===== src/design/source_tokenizer_unit_macros.svh =====
// Assertion macros shared by the tokenizer RTL.
`ifndef SOURCE_TOKENIZER_UNIT_MACROS_SVH
`define SOURCE_TOKENIZER_UNIT_MACROS_SVH

`ifndef SYNTHESIS

// Property must hold at every clock edge outside reset.
`define STOK_ASSERT(lbl, clk, rst, prop, msg) \
  lbl: assert property (@(posedge clk) disable iff (rst) (prop)) else $error(msg);

// Antecedent in one cycle implies consequent in the next.
`define STOK_ASSERT_NEXT(lbl, clk, rst, ante, cons, msg) \
  lbl: assert property (@(posedge clk) disable iff (rst) (ante) |=> (cons)) else $error(msg);

`else

`define STOK_ASSERT(lbl, clk, rst, prop, msg)
`define STOK_ASSERT_NEXT(lbl, clk, rst, ante, cons, msg)

`endif

`endif


===== src/design/stok_pkg.sv =====
`default_nettype none

package stok_pkg;

  typedef struct packed {
    logic       command;
    logic [7:0] code_byte;
  } in_t;

  typedef struct packed {
    logic [5:0]  token_kind;
    logic [15:0] token_line;
    logic [15:0] token_column;
    logic [7:0]  token_length;
    logic        last_of_run;
  } out_t;

  // up to two tokens produced per source word
  typedef struct packed {
    logic [1:0] cnt;
    out_t       tok0;
    out_t       tok1;
  } push_t;

  typedef enum logic [2:0] {
    MODE_IDLE,
    MODE_IDENT,
    MODE_NUMBER,
    MODE_COLON,
    MODE_UTF8
  } scan_mode_t;

  typedef enum logic [5:0] {
    KIND_EOF, KIND_IDENT, KIND_NUMBER,
    KIND_FN, KIND_RETURN, KIND_INT, KIND_CHAR, KIND_MODULE, KIND_USE,
    KIND_UTF8,
    KIND_PLUS, KIND_MINUS, KIND_STAR, KIND_SLASH, KIND_LPAREN, KIND_RPAREN,
    KIND_COMMA, KIND_SEMI, KIND_COLON, KIND_DCOLON, KIND_DOT, KIND_LBRACK,
    KIND_RBRACK, KIND_LBRACE, KIND_RBRACE, KIND_LT, KIND_GT, KIND_PERCENT,
    KIND_BSLASH, KIND_SQUOTE, KIND_DQUOTE, KIND_QUEST, KIND_PIPE, KIND_AMP,
    KIND_EQ, KIND_UNKNOWN
  } token_kind_t;

  localparam int NUM_KW = 6;
  localparam logic [47:0] KW_VALUE [NUM_KW] = '{
    48'h666E, 48'h72657475726E, 48'h696E74,
    48'h63686172, 48'h6D6F64756C65, 48'h757365
  };
  localparam logic [3:0] KW_LEN [NUM_KW] = '{
    4'd2, 4'd6, 4'd3, 4'd4, 4'd6, 4'd3
  };

  localparam logic [7:0] CH_LF         = 8'h0A;
  localparam logic [7:0] CH_COLON      = 8'h3A;
  localparam logic [7:0] CH_UNDERSCORE = 8'h5F;
  localparam logic [7:0] UTF8_LEAD2    = 8'hC0;
  localparam logic [7:0] UTF8_LEAD3    = 8'hE0;
  localparam logic [7:0] UTF8_LEAD4    = 8'hF0;

  localparam int Q_DEPTH = 8;
  localparam int Q_AW    = $clog2(Q_DEPTH);
  localparam int Q_CW    = $clog2(Q_DEPTH + 1);

  function automatic logic is_alpha(input logic [7:0] b);
    return (b >= 8'h61 && b <= 8'h7A) || (b >= 8'h41 && b <= 8'h5A);
  endfunction

  function automatic logic is_digit(input logic [7:0] b);
    return b >= 8'h30 && b <= 8'h39;
  endfunction

  function automatic logic is_space(input logic [7:0] b);
    return b == 8'h20 || (b >= 8'h09 && b <= 8'h0D);
  endfunction

  function automatic logic [15:0] sat_inc16(input logic [15:0] v);
    return (v == 16'hFFFF) ? v : v + 16'd1;
  endfunction

  function automatic logic [7:0] sat_inc8(input logic [7:0] v);
    return (v == 8'hFF) ? v : v + 8'd1;
  endfunction

  // single-byte punctuation; everything not listed is unknown
  function automatic logic [5:0] punct_kind(input logic [7:0] b);
    token_kind_t k;
    case (b)
      8'h2B: k = KIND_PLUS;
      8'h2D: k = KIND_MINUS;
      8'h2A: k = KIND_STAR;
      8'h2F: k = KIND_SLASH;
      8'h28: k = KIND_LPAREN;
      8'h29: k = KIND_RPAREN;
      8'h2C: k = KIND_COMMA;
      8'h3B: k = KIND_SEMI;
      8'h2E: k = KIND_DOT;
      8'h5B: k = KIND_LBRACK;
      8'h5D: k = KIND_RBRACK;
      8'h7B: k = KIND_LBRACE;
      8'h7D: k = KIND_RBRACE;
      8'h3C: k = KIND_LT;
      8'h3E: k = KIND_GT;
      8'h25: k = KIND_PERCENT;
      8'h5C: k = KIND_BSLASH;
      8'h27: k = KIND_SQUOTE;
      8'h22: k = KIND_DQUOTE;
      8'h3F: k = KIND_QUEST;
      8'h7C: k = KIND_PIPE;
      8'h26: k = KIND_AMP;
      8'h3D: k = KIND_EQ;
      default: k = KIND_UNKNOWN;
    endcase
    return k;
  endfunction

  function automatic out_t make_tok(input logic [5:0] kind, input logic [15:0] line,
                                    input logic [15:0] col, input logic [7:0] len,
                                    input logic last);
    out_t t;
    t.token_kind   = kind;
    t.token_line   = line;
    t.token_column = col;
    t.token_length = len;
    t.last_of_run  = last;
    return t;
  endfunction

endpackage

`default_nettype wire


===== src/design/stok_scan.sv =====
`default_nettype none
`include "source_tokenizer_unit_macros.svh"

module stok_scan import stok_pkg::*; #(
  parameter int KEYWORD_CHARS = 6
) (
  input  logic  clk,
  input  logic  rst,
  input  logic  take,
  input  in_t   word,
  output logic  busy,
  output push_t push
);

  localparam int WIN_W = 8 * KEYWORD_CHARS;

  // input register
  logic s1_valid;
  in_t  s1_word;

  // scan state
  scan_mode_t       mode, mode_next;
  logic [1:0]       left, left_next;
  logic [WIN_W-1:0] window, window_next;
  logic [7:0]       plen, plen_next;
  logic [15:0]      cur_line, line_next;
  logic [15:0]      cur_col, col_next;
  logic [15:0]      st_line, st_line_next;
  logic [15:0]      st_col, st_col_next;

  logic [7:0] b;
  logic [7:0] grown;
  logic [1:0] left_dec;
  logic       flush, start, dcolon, eof, emit, adv;
  logic       a_v, b_v;
  logic [5:0] flush_kind, ident_kind, emit_kind;
  logic [7:0] flush_len;
  out_t       tok_a, tok_b;

  always_ff @(posedge clk) begin
    if (rst) begin
      s1_valid <= 1'b0;
    end else begin
      s1_valid <= take;
    end
  end

  always_ff @(posedge clk) begin
    if (take) begin
      s1_word <= word;
    end
  end

  always_ff @(posedge clk) begin
    if (rst) begin
      mode     <= MODE_IDLE;
      left     <= '0;
      window   <= '0;
      plen     <= '0;
      cur_line <= 16'd1;
      cur_col  <= 16'd1;
      st_line  <= 16'd1;
      st_col   <= 16'd1;
    end else begin
      mode     <= mode_next;
      left     <= left_next;
      window   <= window_next;
      plen     <= plen_next;
      cur_line <= line_next;
      cur_col  <= col_next;
      st_line  <= st_line_next;
      st_col   <= st_col_next;
    end
  end

  // keyword match: length must agree and the keyword must fit the window
  always_comb begin
    logic [63:0] wext;
    logic [63:0] mask;
    logic        hit;
    wext       = 64'(window);
    hit        = 1'b0;
    ident_kind = KIND_IDENT;
    for (int i = 0; i < NUM_KW; i++) begin
      mask = (64'd1 << (8 * int'(KW_LEN[i]))) - 64'd1;
      if (!hit && int'(KW_LEN[i]) <= KEYWORD_CHARS && plen == 8'(KW_LEN[i]) &&
          (wext & mask) == 64'(KW_VALUE[i])) begin
        hit        = 1'b1;
        ident_kind = 6'(KIND_FN) + 6'(i);
      end
    end
  end

  always_comb begin
    b            = s1_word.code_byte;
    mode_next    = mode;
    left_next    = left;
    window_next  = window;
    plen_next    = plen;
    line_next    = cur_line;
    col_next     = cur_col;
    st_line_next = st_line;
    st_col_next  = st_col;
    flush        = 1'b0;
    start        = 1'b0;
    dcolon       = 1'b0;
    eof          = 1'b0;
    emit         = 1'b0;
    adv          = 1'b0;
    grown        = sat_inc8(plen);
    left_dec     = (left != 2'd0) ? left - 2'd1 : 2'd0;

    if (s1_valid) begin
      if (s1_word.command) begin
        flush = 1'b1;
        eof   = 1'b1;
      end else begin
        case (mode)
          MODE_UTF8: begin
            // continuation bytes taken blindly, no position change
            plen_next = grown;
            left_next = left_dec;
            if (left_dec == 2'd0) flush = 1'b1;
          end
          MODE_IDENT: begin
            if (is_alpha(b) || is_digit(b) || b == CH_UNDERSCORE) begin
              window_next = WIN_W'({window, b});
              plen_next   = grown;
              adv         = 1'b1;
            end else begin
              flush = 1'b1;
              start = 1'b1;
            end
          end
          MODE_NUMBER: begin
            if (is_digit(b)) begin
              plen_next = grown;
              adv       = 1'b1;
            end else begin
              flush = 1'b1;
              start = 1'b1;
            end
          end
          MODE_COLON: begin
            if (b == CH_COLON) begin
              dcolon    = 1'b1;
              adv       = 1'b1;
              mode_next = MODE_IDLE;
              plen_next = '0;
            end else begin
              flush = 1'b1;
              start = 1'b1;
            end
          end
          default: start = 1'b1;
        endcase
      end

      if (flush) begin
        mode_next = MODE_IDLE;
        left_next = '0;
        plen_next = '0;
      end

      if (start) begin
        mode_next = MODE_IDLE;
        adv       = 1'b1;
        if (!is_space(b)) begin
          st_line_next = cur_line;
          st_col_next  = cur_col;
          plen_next    = 8'd1;
          if (b >= UTF8_LEAD2) begin
            mode_next = MODE_UTF8;
            left_next = (b >= UTF8_LEAD4) ? 2'd3 : (b >= UTF8_LEAD3) ? 2'd2 : 2'd1;
            adv       = 1'b1;
          end else if (is_alpha(b) || b == CH_UNDERSCORE) begin
            mode_next   = MODE_IDENT;
            window_next = WIN_W'(b);
          end else if (is_digit(b)) begin
            mode_next = MODE_NUMBER;
          end else if (b == CH_COLON) begin
            mode_next = MODE_COLON;
          end else begin
            plen_next = '0;
            emit      = 1'b1;
          end
        end
      end

      if (adv) begin
        if (b == CH_LF) begin
          line_next = sat_inc16(cur_line);
          col_next  = 16'd1;
        end else begin
          col_next = sat_inc16(cur_col);
        end
      end
    end
  end

  always_comb begin
    case (mode)
      MODE_IDENT:  flush_kind = ident_kind;
      MODE_NUMBER: flush_kind = KIND_NUMBER;
      MODE_COLON:  flush_kind = KIND_COLON;
      MODE_UTF8:   flush_kind = KIND_UTF8;
      default:     flush_kind = KIND_EOF;
    endcase
    case (mode)
      MODE_COLON: flush_len = 8'd1;
      // partial character at end of source keeps the bytes seen so far
      MODE_UTF8:  flush_len = eof ? plen : grown;
      default:    flush_len = plen;
    endcase
  end

  assign emit_kind = punct_kind(b);

  // slot A: pending token or '::'; slot B: fresh punctuation or eof
  assign a_v = (flush && mode != MODE_IDLE) || dcolon;
  assign b_v = eof || emit;

  always_comb begin
    if (dcolon) begin
      tok_a = make_tok(KIND_DCOLON, st_line, st_col, 8'd2, 1'b0);
    end else begin
      tok_a = make_tok(flush_kind, st_line, st_col, flush_len, 1'b0);
    end
    if (eof) begin
      tok_b = make_tok(KIND_EOF, cur_line, cur_col, 8'd0, 1'b1);
    end else begin
      tok_b = make_tok(emit_kind, cur_line, cur_col, 8'd1, 1'b1);
    end
    push.cnt  = 2'(a_v) + 2'(b_v);
    push.tok1 = tok_b;
    if (a_v) begin
      push.tok0             = tok_a;
      push.tok0.last_of_run = !b_v;
    end else begin
      push.tok0 = tok_b;
    end
  end

  assign busy = s1_valid;

  `STOK_ASSERT(a_utf8_left, clk, rst, (mode == MODE_UTF8) == (left != 2'd0), "utf8 count out of step with mode")
  `STOK_ASSERT(a_pend_len, clk, rst, (mode == MODE_IDLE) || (plen != 8'd0), "open token with zero length")
  `STOK_ASSERT_NEXT(a_cmd_idle, clk, rst, s1_valid && s1_word.command, mode == MODE_IDLE && plen == 8'd0, "end of source left a token open")

endmodule

`default_nettype wire


===== src/design/stok_queue.sv =====
`default_nettype none
`include "source_tokenizer_unit_macros.svh"

module stok_queue import stok_pkg::*; (
  input  logic            clk,
  input  logic            rst,
  input  push_t           push,
  output logic            valid,
  input  logic            stall,
  output out_t            word,
  output logic [Q_CW-1:0] count
);

  out_t            mem [Q_DEPTH];
  logic [Q_AW-1:0] wr_ptr, rd_ptr;
  logic            pop;

  assign valid = count != '0;
  assign word  = mem[rd_ptr];
  assign pop   = valid && !stall;

  always_ff @(posedge clk) begin
    if (rst) begin
      wr_ptr <= '0;
      rd_ptr <= '0;
      count  <= '0;
    end else begin
      wr_ptr <= wr_ptr + Q_AW'(push.cnt);
      rd_ptr <= rd_ptr + Q_AW'(pop);
      count  <= count + Q_CW'(push.cnt) - Q_CW'(pop);
    end
  end

  always_ff @(posedge clk) begin
    if (push.cnt != 2'd0) begin
      mem[wr_ptr] <= push.tok0;
    end
    if (push.cnt == 2'd2) begin
      mem[wr_ptr + Q_AW'(1)] <= push.tok1;
    end
  end

  `STOK_ASSERT(a_q_bound, clk, rst, 32'(count) <= Q_DEPTH, "queue count above depth")
  `STOK_ASSERT(a_q_room, clk, rst, 32'(count) + 32'(push.cnt) <= Q_DEPTH + 32'(pop), "queue overflow on push")

endmodule

`default_nettype wire


===== src/design/source_tokenizer_unit.sv =====
// Flow: a source word accepted on take is held in the input register and scanned there;
//   its tokens are then written to the token queue, which drives tok_valid.
// Throughput: one source word per cycle while the token queue drains; a word that
//   yields two tokens sends them out singly, and the 8-entry queue absorbs the burst.
// Reset: scanner idle, position line 1 column 1, token queue empty.
`default_nettype none

module source_tokenizer_unit import stok_pkg::*; #(
  parameter int KEYWORD_CHARS = 6
) (
  input  logic clk,
  input  logic rst,
  // source words
  input  logic src_valid,
  output logic src_stall,
  input  in_t  src_word,
  // token words
  output logic tok_valid,
  input  logic tok_stall,
  output out_t tok_word
);

  logic            take;
  logic            busy;
  push_t           push;
  logic [Q_CW-1:0] q_count;

  assign take = src_valid && !src_stall;

  // Room check from registers only: a word in the input register may still
  // push two tokens, and the word taken now may push two more next cycle.
  assign src_stall = (5'(q_count) + (busy ? 5'd2 : 5'd0)) > 5'(Q_DEPTH - 2);

  // Scanner: input register, tokenizer state and the token builder.
  stok_scan #(
    .KEYWORD_CHARS(KEYWORD_CHARS)
  ) u_scan (
    .clk (clk),
    .rst (rst),
    .take(take),
    .word(src_word),
    .busy(busy),
    .push(push)
  );

  // Result queue: takes up to two tokens a cycle, hands out one while tok_stall is low.
  stok_queue u_queue (
    .clk  (clk),
    .rst  (rst),
    .push (push),
    .valid(tok_valid),
    .stall(tok_stall),
    .word (tok_word),
    .count(q_count)
  );

endmodule

`default_nettype wire

===== config.mk =====
export PLATFORM = sky130hd
export DESIGN_NAME = source_tokenizer_unit
export DESIGN_NICKNAME = d
export VERILOG_FILES = /design/src/design/stok_pkg.sv /design/src/design/stok_scan.sv /design/src/design/stok_queue.sv /design/src/design/source_tokenizer_unit.sv
export VERILOG_INCLUDE_DIRS = /design/src /design/src/design
export SDC_FILE = /design/constraint.sdc
export NUM_CORES = 1
export LEC_CHECK = 0
export ABC_AREA = 1
export BUFFER_PORTS_ARGS = -buffer_cell sky130_fd_sc_hd__buf_2
export CAP_MARGIN = 15
export CORE_MARGIN = 3
export CORE_UTILIZATION = 50
export CTS_BUF_LIST = sky130_fd_sc_hd__clkbuf_16
export DETAILED_ROUTE_END_ITERATION = 12
export GPL_TIMING_DRIVEN = 0
export HOLD_SLACK_MARGIN = 0.02
export PLACE_DENSITY_LB_ADDON = 0.3
export RECOVER_POWER = 25
export SYNTH_ARGS = -nofsm -noshare
export SYNTH_HDL_FRONTEND = slang
export SYNTH_SLANG_ARGS = --single-unit

===== constraint.sdc =====
create_clock -name clk -period 4.32 [get_ports clk]
set_input_delay 0.432 -clock clk [delete_from_list [all_inputs] [get_ports clk]]
set_output_delay 0.432 -clock clk [all_outputs]
set_load 0.01 [all_outputs]

# Word-level counts from Yosys, hierarchy flattened
# Memory sizes are Yosys's and may differ from the RTL's. A register that Yosys moved wholly into a read port is not among the register bits.
# Cells that the tools add are included.
# word_totals
register_bits	145
ram_bits	376
input_bits	13
out_inout_bits	49
elab_cells	225
mem_count	1
# memory_table
memory	depth	word_bits	read_ports	rd_clocked_by_memory_dff	write_ports	line	source
u_queue.mem	8	47	1	1	2	stok_queue.sv:14	out_t mem [Q_DEPTH];
# classes
addsub	11
magnitude_cmp	12
n_eq_ne	47
mux	94
bitwise	2
n_reduce_logical	44
# op_table
operator	count
two-way mux 48 bit	7
equality test 8 x 6 -> 1 bit, second input constant	19
two-way mux 47 bit	3
case mux 6 bit (23 select lines)	1
equality test 48 x 47 -> 1 bit, second input constant	2
two-way mux 8 bit	12
equality test 8 x 7 -> 1 bit, second input constant	7
equality test 24 x 23 -> 1 bit, second input constant	2
two-way mux 1 bit	36
adder 16 x 1 -> 16 bit, second input constant	2
equality test 16 bit, second input constant	2
equality test 32 x 31 -> 1 bit, second input constant	1
two-way mux 16 bit	2
case mux 8 bit (4 select lines)	1
two-way mux 3 bit	10
two-way mux 6 bit	5
greater-or-equal comparator 8 bit, second input constant	3
two-way mux 2 bit	12
case mux 6 bit (4 select lines)	1
logical AND 1 bit	18
equality test 16 x 15 -> 1 bit, second input constant	1
equality test 8 x 2 -> 1 bit, second input constant	2
equality test 8 x 3 -> 1 bit, second input constant	2
greater-or-equal comparator 8 x 7 -> 1 bit, second input constant	2
other kinds (35)	57

# Logic depth before layout (Yosys ltp)
# logic_depth
word_depth	26
mapped_depth	23
mapped_depth_nobuf	22

# Cells and area by module
# From an unflattened synthesis, not the netlist that was laid out.
# unflattened
hier_cells	4355
area_unflattened_um2	31656.6
# by_module_without_submodules
module	n_inst	cells_each	area_per_inst_um2	seq_area_each_um2
stok_queue	1	3113	23423.7	11491.0
stok_scan	1	1230	8156.6	2792.7
source_tokenizer_unit	1	12	76.3	0.0

# Worst setup path after synthesis
# No wires, ideal clock.
# synth_path
kind	register -> register
startpoint	reg u_scan.s1_word (netlist bit u_scan.b[1])
endpoint	mem u_queue.mem[3][46] (netlist bit) (data pin)
setup_time_ns	0.161
t_arrival_ns	4.010
required_time_ns	4.159
slack_ns	0.149
stages_incl_launch_ff	19
path_buffers	0
period_less_slack_ns	4.171
cell_sequence	edfxtp_1 nor2_2 nand3_1 nand3_1 nand4_2 nand3_2 nand2_1 nor2_2 inv_1 o21ai_0 inv_1 ha_1 nor2_1 inv_1 nor2_1 inv_1 nand2_1 inv_1 a211oi_2
# synth_lines
element	line	source
start: declaration	stok_scan.sv:19	in_t s1_word;
start signal: assignment	stok_scan.sv:50	s1_word <= word;
end: declaration	stok_queue.sv:14	

==> impl_metrics.toml <==
[power_and_ir_drop]
cellPowerDensity_nw_per_um2 = 468
p_leak_nw = 10.3
max-vdd-ir-drop_uv = 325
power_mw = 13.9

[routing]
wl_per_cell_um = 20.3
ant_nets = 0
drtIter0Drc = 3163
drtPass1Iterations = 7
routed_wl_mm = 84.1
vias = 24300
via_per_inst = 5.89
drc = 0

[yosys]
synthAdderAreaFrac_pct = 1.15
synthesis.nets = 3294
synth_cell_types = 50
syn_inst = 3258
synth_top_cell_area_share_pct = 36.6
synth-seq-area-share_pct = 51.7
yosys-mux-area-fraction_pct = 0
ys_top_cells_by_area = "edfxtp_1, dfxtp_1, o21ai_0, nand2_1, nor2_1"
synth_warnings = 0
synth_top_family_by_area = "compound AO/OA/AOI/OAI gates"
synth_largest_area_cell = "edfxtp_1"
synth_xor_area_share_pct = 0.565
synth.cell_area_um2 = 26400
avgSynthCellArea_um2 = 8.09
ys_ff_latch = 521
synth-compound-area-share_pct = 20.8
yosys.area_share.simple_pct = 19.0

[cells_and_area]
drive_gt1_share_pct = 8.26
post-route-util_pct = 57.5
area_delta_synth_final_pct = 12.7
n_antenna_cell = 0
layout.nets = 3443

[timing]
drv_slew = 0
timing.final.crit_period_ns = 4.18
finalCritPeriodShare_pct = 96.8
relSlewSlack_pct = 27.2
finalSetupTns_ns = 0
worst_pin_slew_ns = 1.09
worst_clock_skew_ns = 0.0227
setup_viol_count_final = 0
hold_viol = 0
max_freq_ghz = 0.239

[global_routing]
antenna_found_initial = 1
track_usage_pct = 29.0
grt_pass1_wl_mm = 128
overflow = 0
grt_max_degree = 47
grt_pass1_vias = 22600

[place]
port_buffers = 60
hpwl_mm = 61.0
place_congestion = 0.971

[die]
fp-row-count = 83
coreArea_um2 = 51700
io_pins = 62
dieArea_um2 = 55500
die_h_um = 236
die_x_um = 236
start_util_pct = 51.0

[clocking]
clkLatencyLatePin_ns = 0.63
cts.path.max_buffers = 3
clk_pin_slew_worst_paths_ns = 0.06
cts_tree = "done"
h-tree-depth = 2
cts.sinks = 521
cts_buffers = 55
cts_root_buf = "clkbuf_16"

[run]
cap_violations = 0

[setup_path]
arrival_ns = 3.75
critPathCaptureType = "output pin"
required_ns = 3.89
start_kind = "flip-flop"
critPathKind = "reg -> out"
critical_path.max_fanout = 10

[hold_path]
hp-class = "in -> reg"

[outcome]
status = "finished clean"
cells in the mapped netlist, drive strengths merged:
master	number
o21ai	671
nand2	651
nor2	430
edfxtp	321
inv	239
dfxtp	200
clkbuf	199
a21oi	147
nand3	82
o22ai	70
a31oi	55
o211ai	35
nor3	32
nand4	24
ha	21
buf	20
xor2	14
a211oi	11
a22oi	6
nor4	6
or2	5
clkinv	4
nand3b	4
nor3b	3
xnor2	3
fa	2
a31o	1
a41oi	1
and3	1
area by class of cell:
cell class	instances	area, um^2
Buffer	218	883
Clock buffer	56	1400
Clock inverter	45	279
Fill cell	4580	22000
Inverter	243	952
Multi-Input combinational cell	2275	11100
Sequential cell	521	13600
Tap cell	680	851
Timing Repair Buffer	93	659
routing by layer:
metal	vias up	share of wire, %	global-route usage (%)
met4	0	4.0	11.9
met1	11300	40	39.4
met5	-	0	0
li1	11400	-	-
met3	230	10	4.74
met2	1370	46	46.4
final timing paths:
path | startpoint | cells after the start | slack (ns) | end
hold reg to reg | u_scan.st_col[1] | 2 | 0.45 | u_scan.st_col[1]
setup reg to reg | u_scan.b[2] | 17 | 0.16 | u_queue.mem[2][46]
hold / removal | src_valid | 3 | 0.06 | u_scan.busy
setup / recovery | u_queue.rd_ptr[0] | 8 | 0.14 | tok_word[9]
cell families after synthesis:
family / Yosys count
adders and majority gates: 23
and+or+nand+nor: 1238
xor gates and xnor gates: 17
DFF: 521
buffers and inverters: 462
AOI/OAI and AO/OA: 997
worst max-delay path, stage by stage (launching register included):
cell and delay, ns:
dfxtp_1 0.33, clkbuf_1 0.64, clkbuf_2 0.49, clkbuf_1 0.59, nor2_1 0.12, o22ai_1 0.21
nor2_1 0.07, a31oi_1 0.45, buf_2 0.23
placed cells by master, fill, tap and decap left out, types with 14 or more instances in the layout:
cell type | netlist | final
nand4_1 | 22 | 22
nor3_1 | 31 | 31
buf_2 | 10 | 68
buf_4 | 1 | 19
nor2_1 | 420 | 413
a21oi_1 | 146 | 146
clkbuf_1 | 198 | 190
o21ai_0 | 583 | 582
o21ai_1 | 55 | 55
a31oi_1 | 54 | 54
o211ai_1 | 35 | 35
clkbuf_16 | 0 | 56
ha_1 | 21 | 21
xor2_1 | 14 | 14
inv_1 | 232 | 239
edfxtp_1 | 321 | 321
dfxtp_1 | 200 | 200
nand3_1 | 80 | 81
nand2_1 | 643 | 639
o21ai_2 | 31 | 32
o22ai_1 | 70 | 70
repair_timing:
item / CTS / global route
setup endpoints to repair: 681 / 381
endpoints found under the hold margin: 9 / 0
buffers inserted: 6 / 12
cloned: 0 / 0
hold buffers: 9 / 0
pin swaps: 2 / 3
resized for setup: 34 / 18
stage by stage:
step | instance area, um^2 | hold WS (ns) | worst slack [ns] | instances
CTS | 29600 | 0.0347 | -0.130 | 4119
global route | 29700 | 0.0547 | -0.00939 | 4131
detailed placement | 27700 | 0.440 | -1.04 | 4004
global placement | 27500 | 0.433 | -2.34 | 3998
finish | 29700 | 0.0640 | 0.136 | 4131
floorplan | 26400 | 0.423 | 0.149 | 3258
where the power goes:
| group | switching [mW] | leakage, nW | internal (mW) |
|---|---|---|---|
| logic | 2.58 | 5.11 | 1.07 |
| registers | 0.185 | 4.29 | 5.57 |
| clock network | 2.03 | 0.889 | 2.47 |
| total | 4.79 | 10.3 | 9.11 |
state kept, by name (all words and copies together) (netlist names):
register and count:
u_scan.b 8, u_scan.cur_col 16, u_scan.left 2, u_scan.st_line 16, u_scan.window 48, u_scan.s1_word 1
u_queue.count 4, u_queue.rd_ptr 3, u_scan.cur_line 16, u_queue.wr_ptr 3, u_queue.mem 376, u_scan.busy 1
u_scan.st_col 16, u_scan.mode 3, u_scan.plen 8
Note: power is estimated with default switching activity, not from simulation.
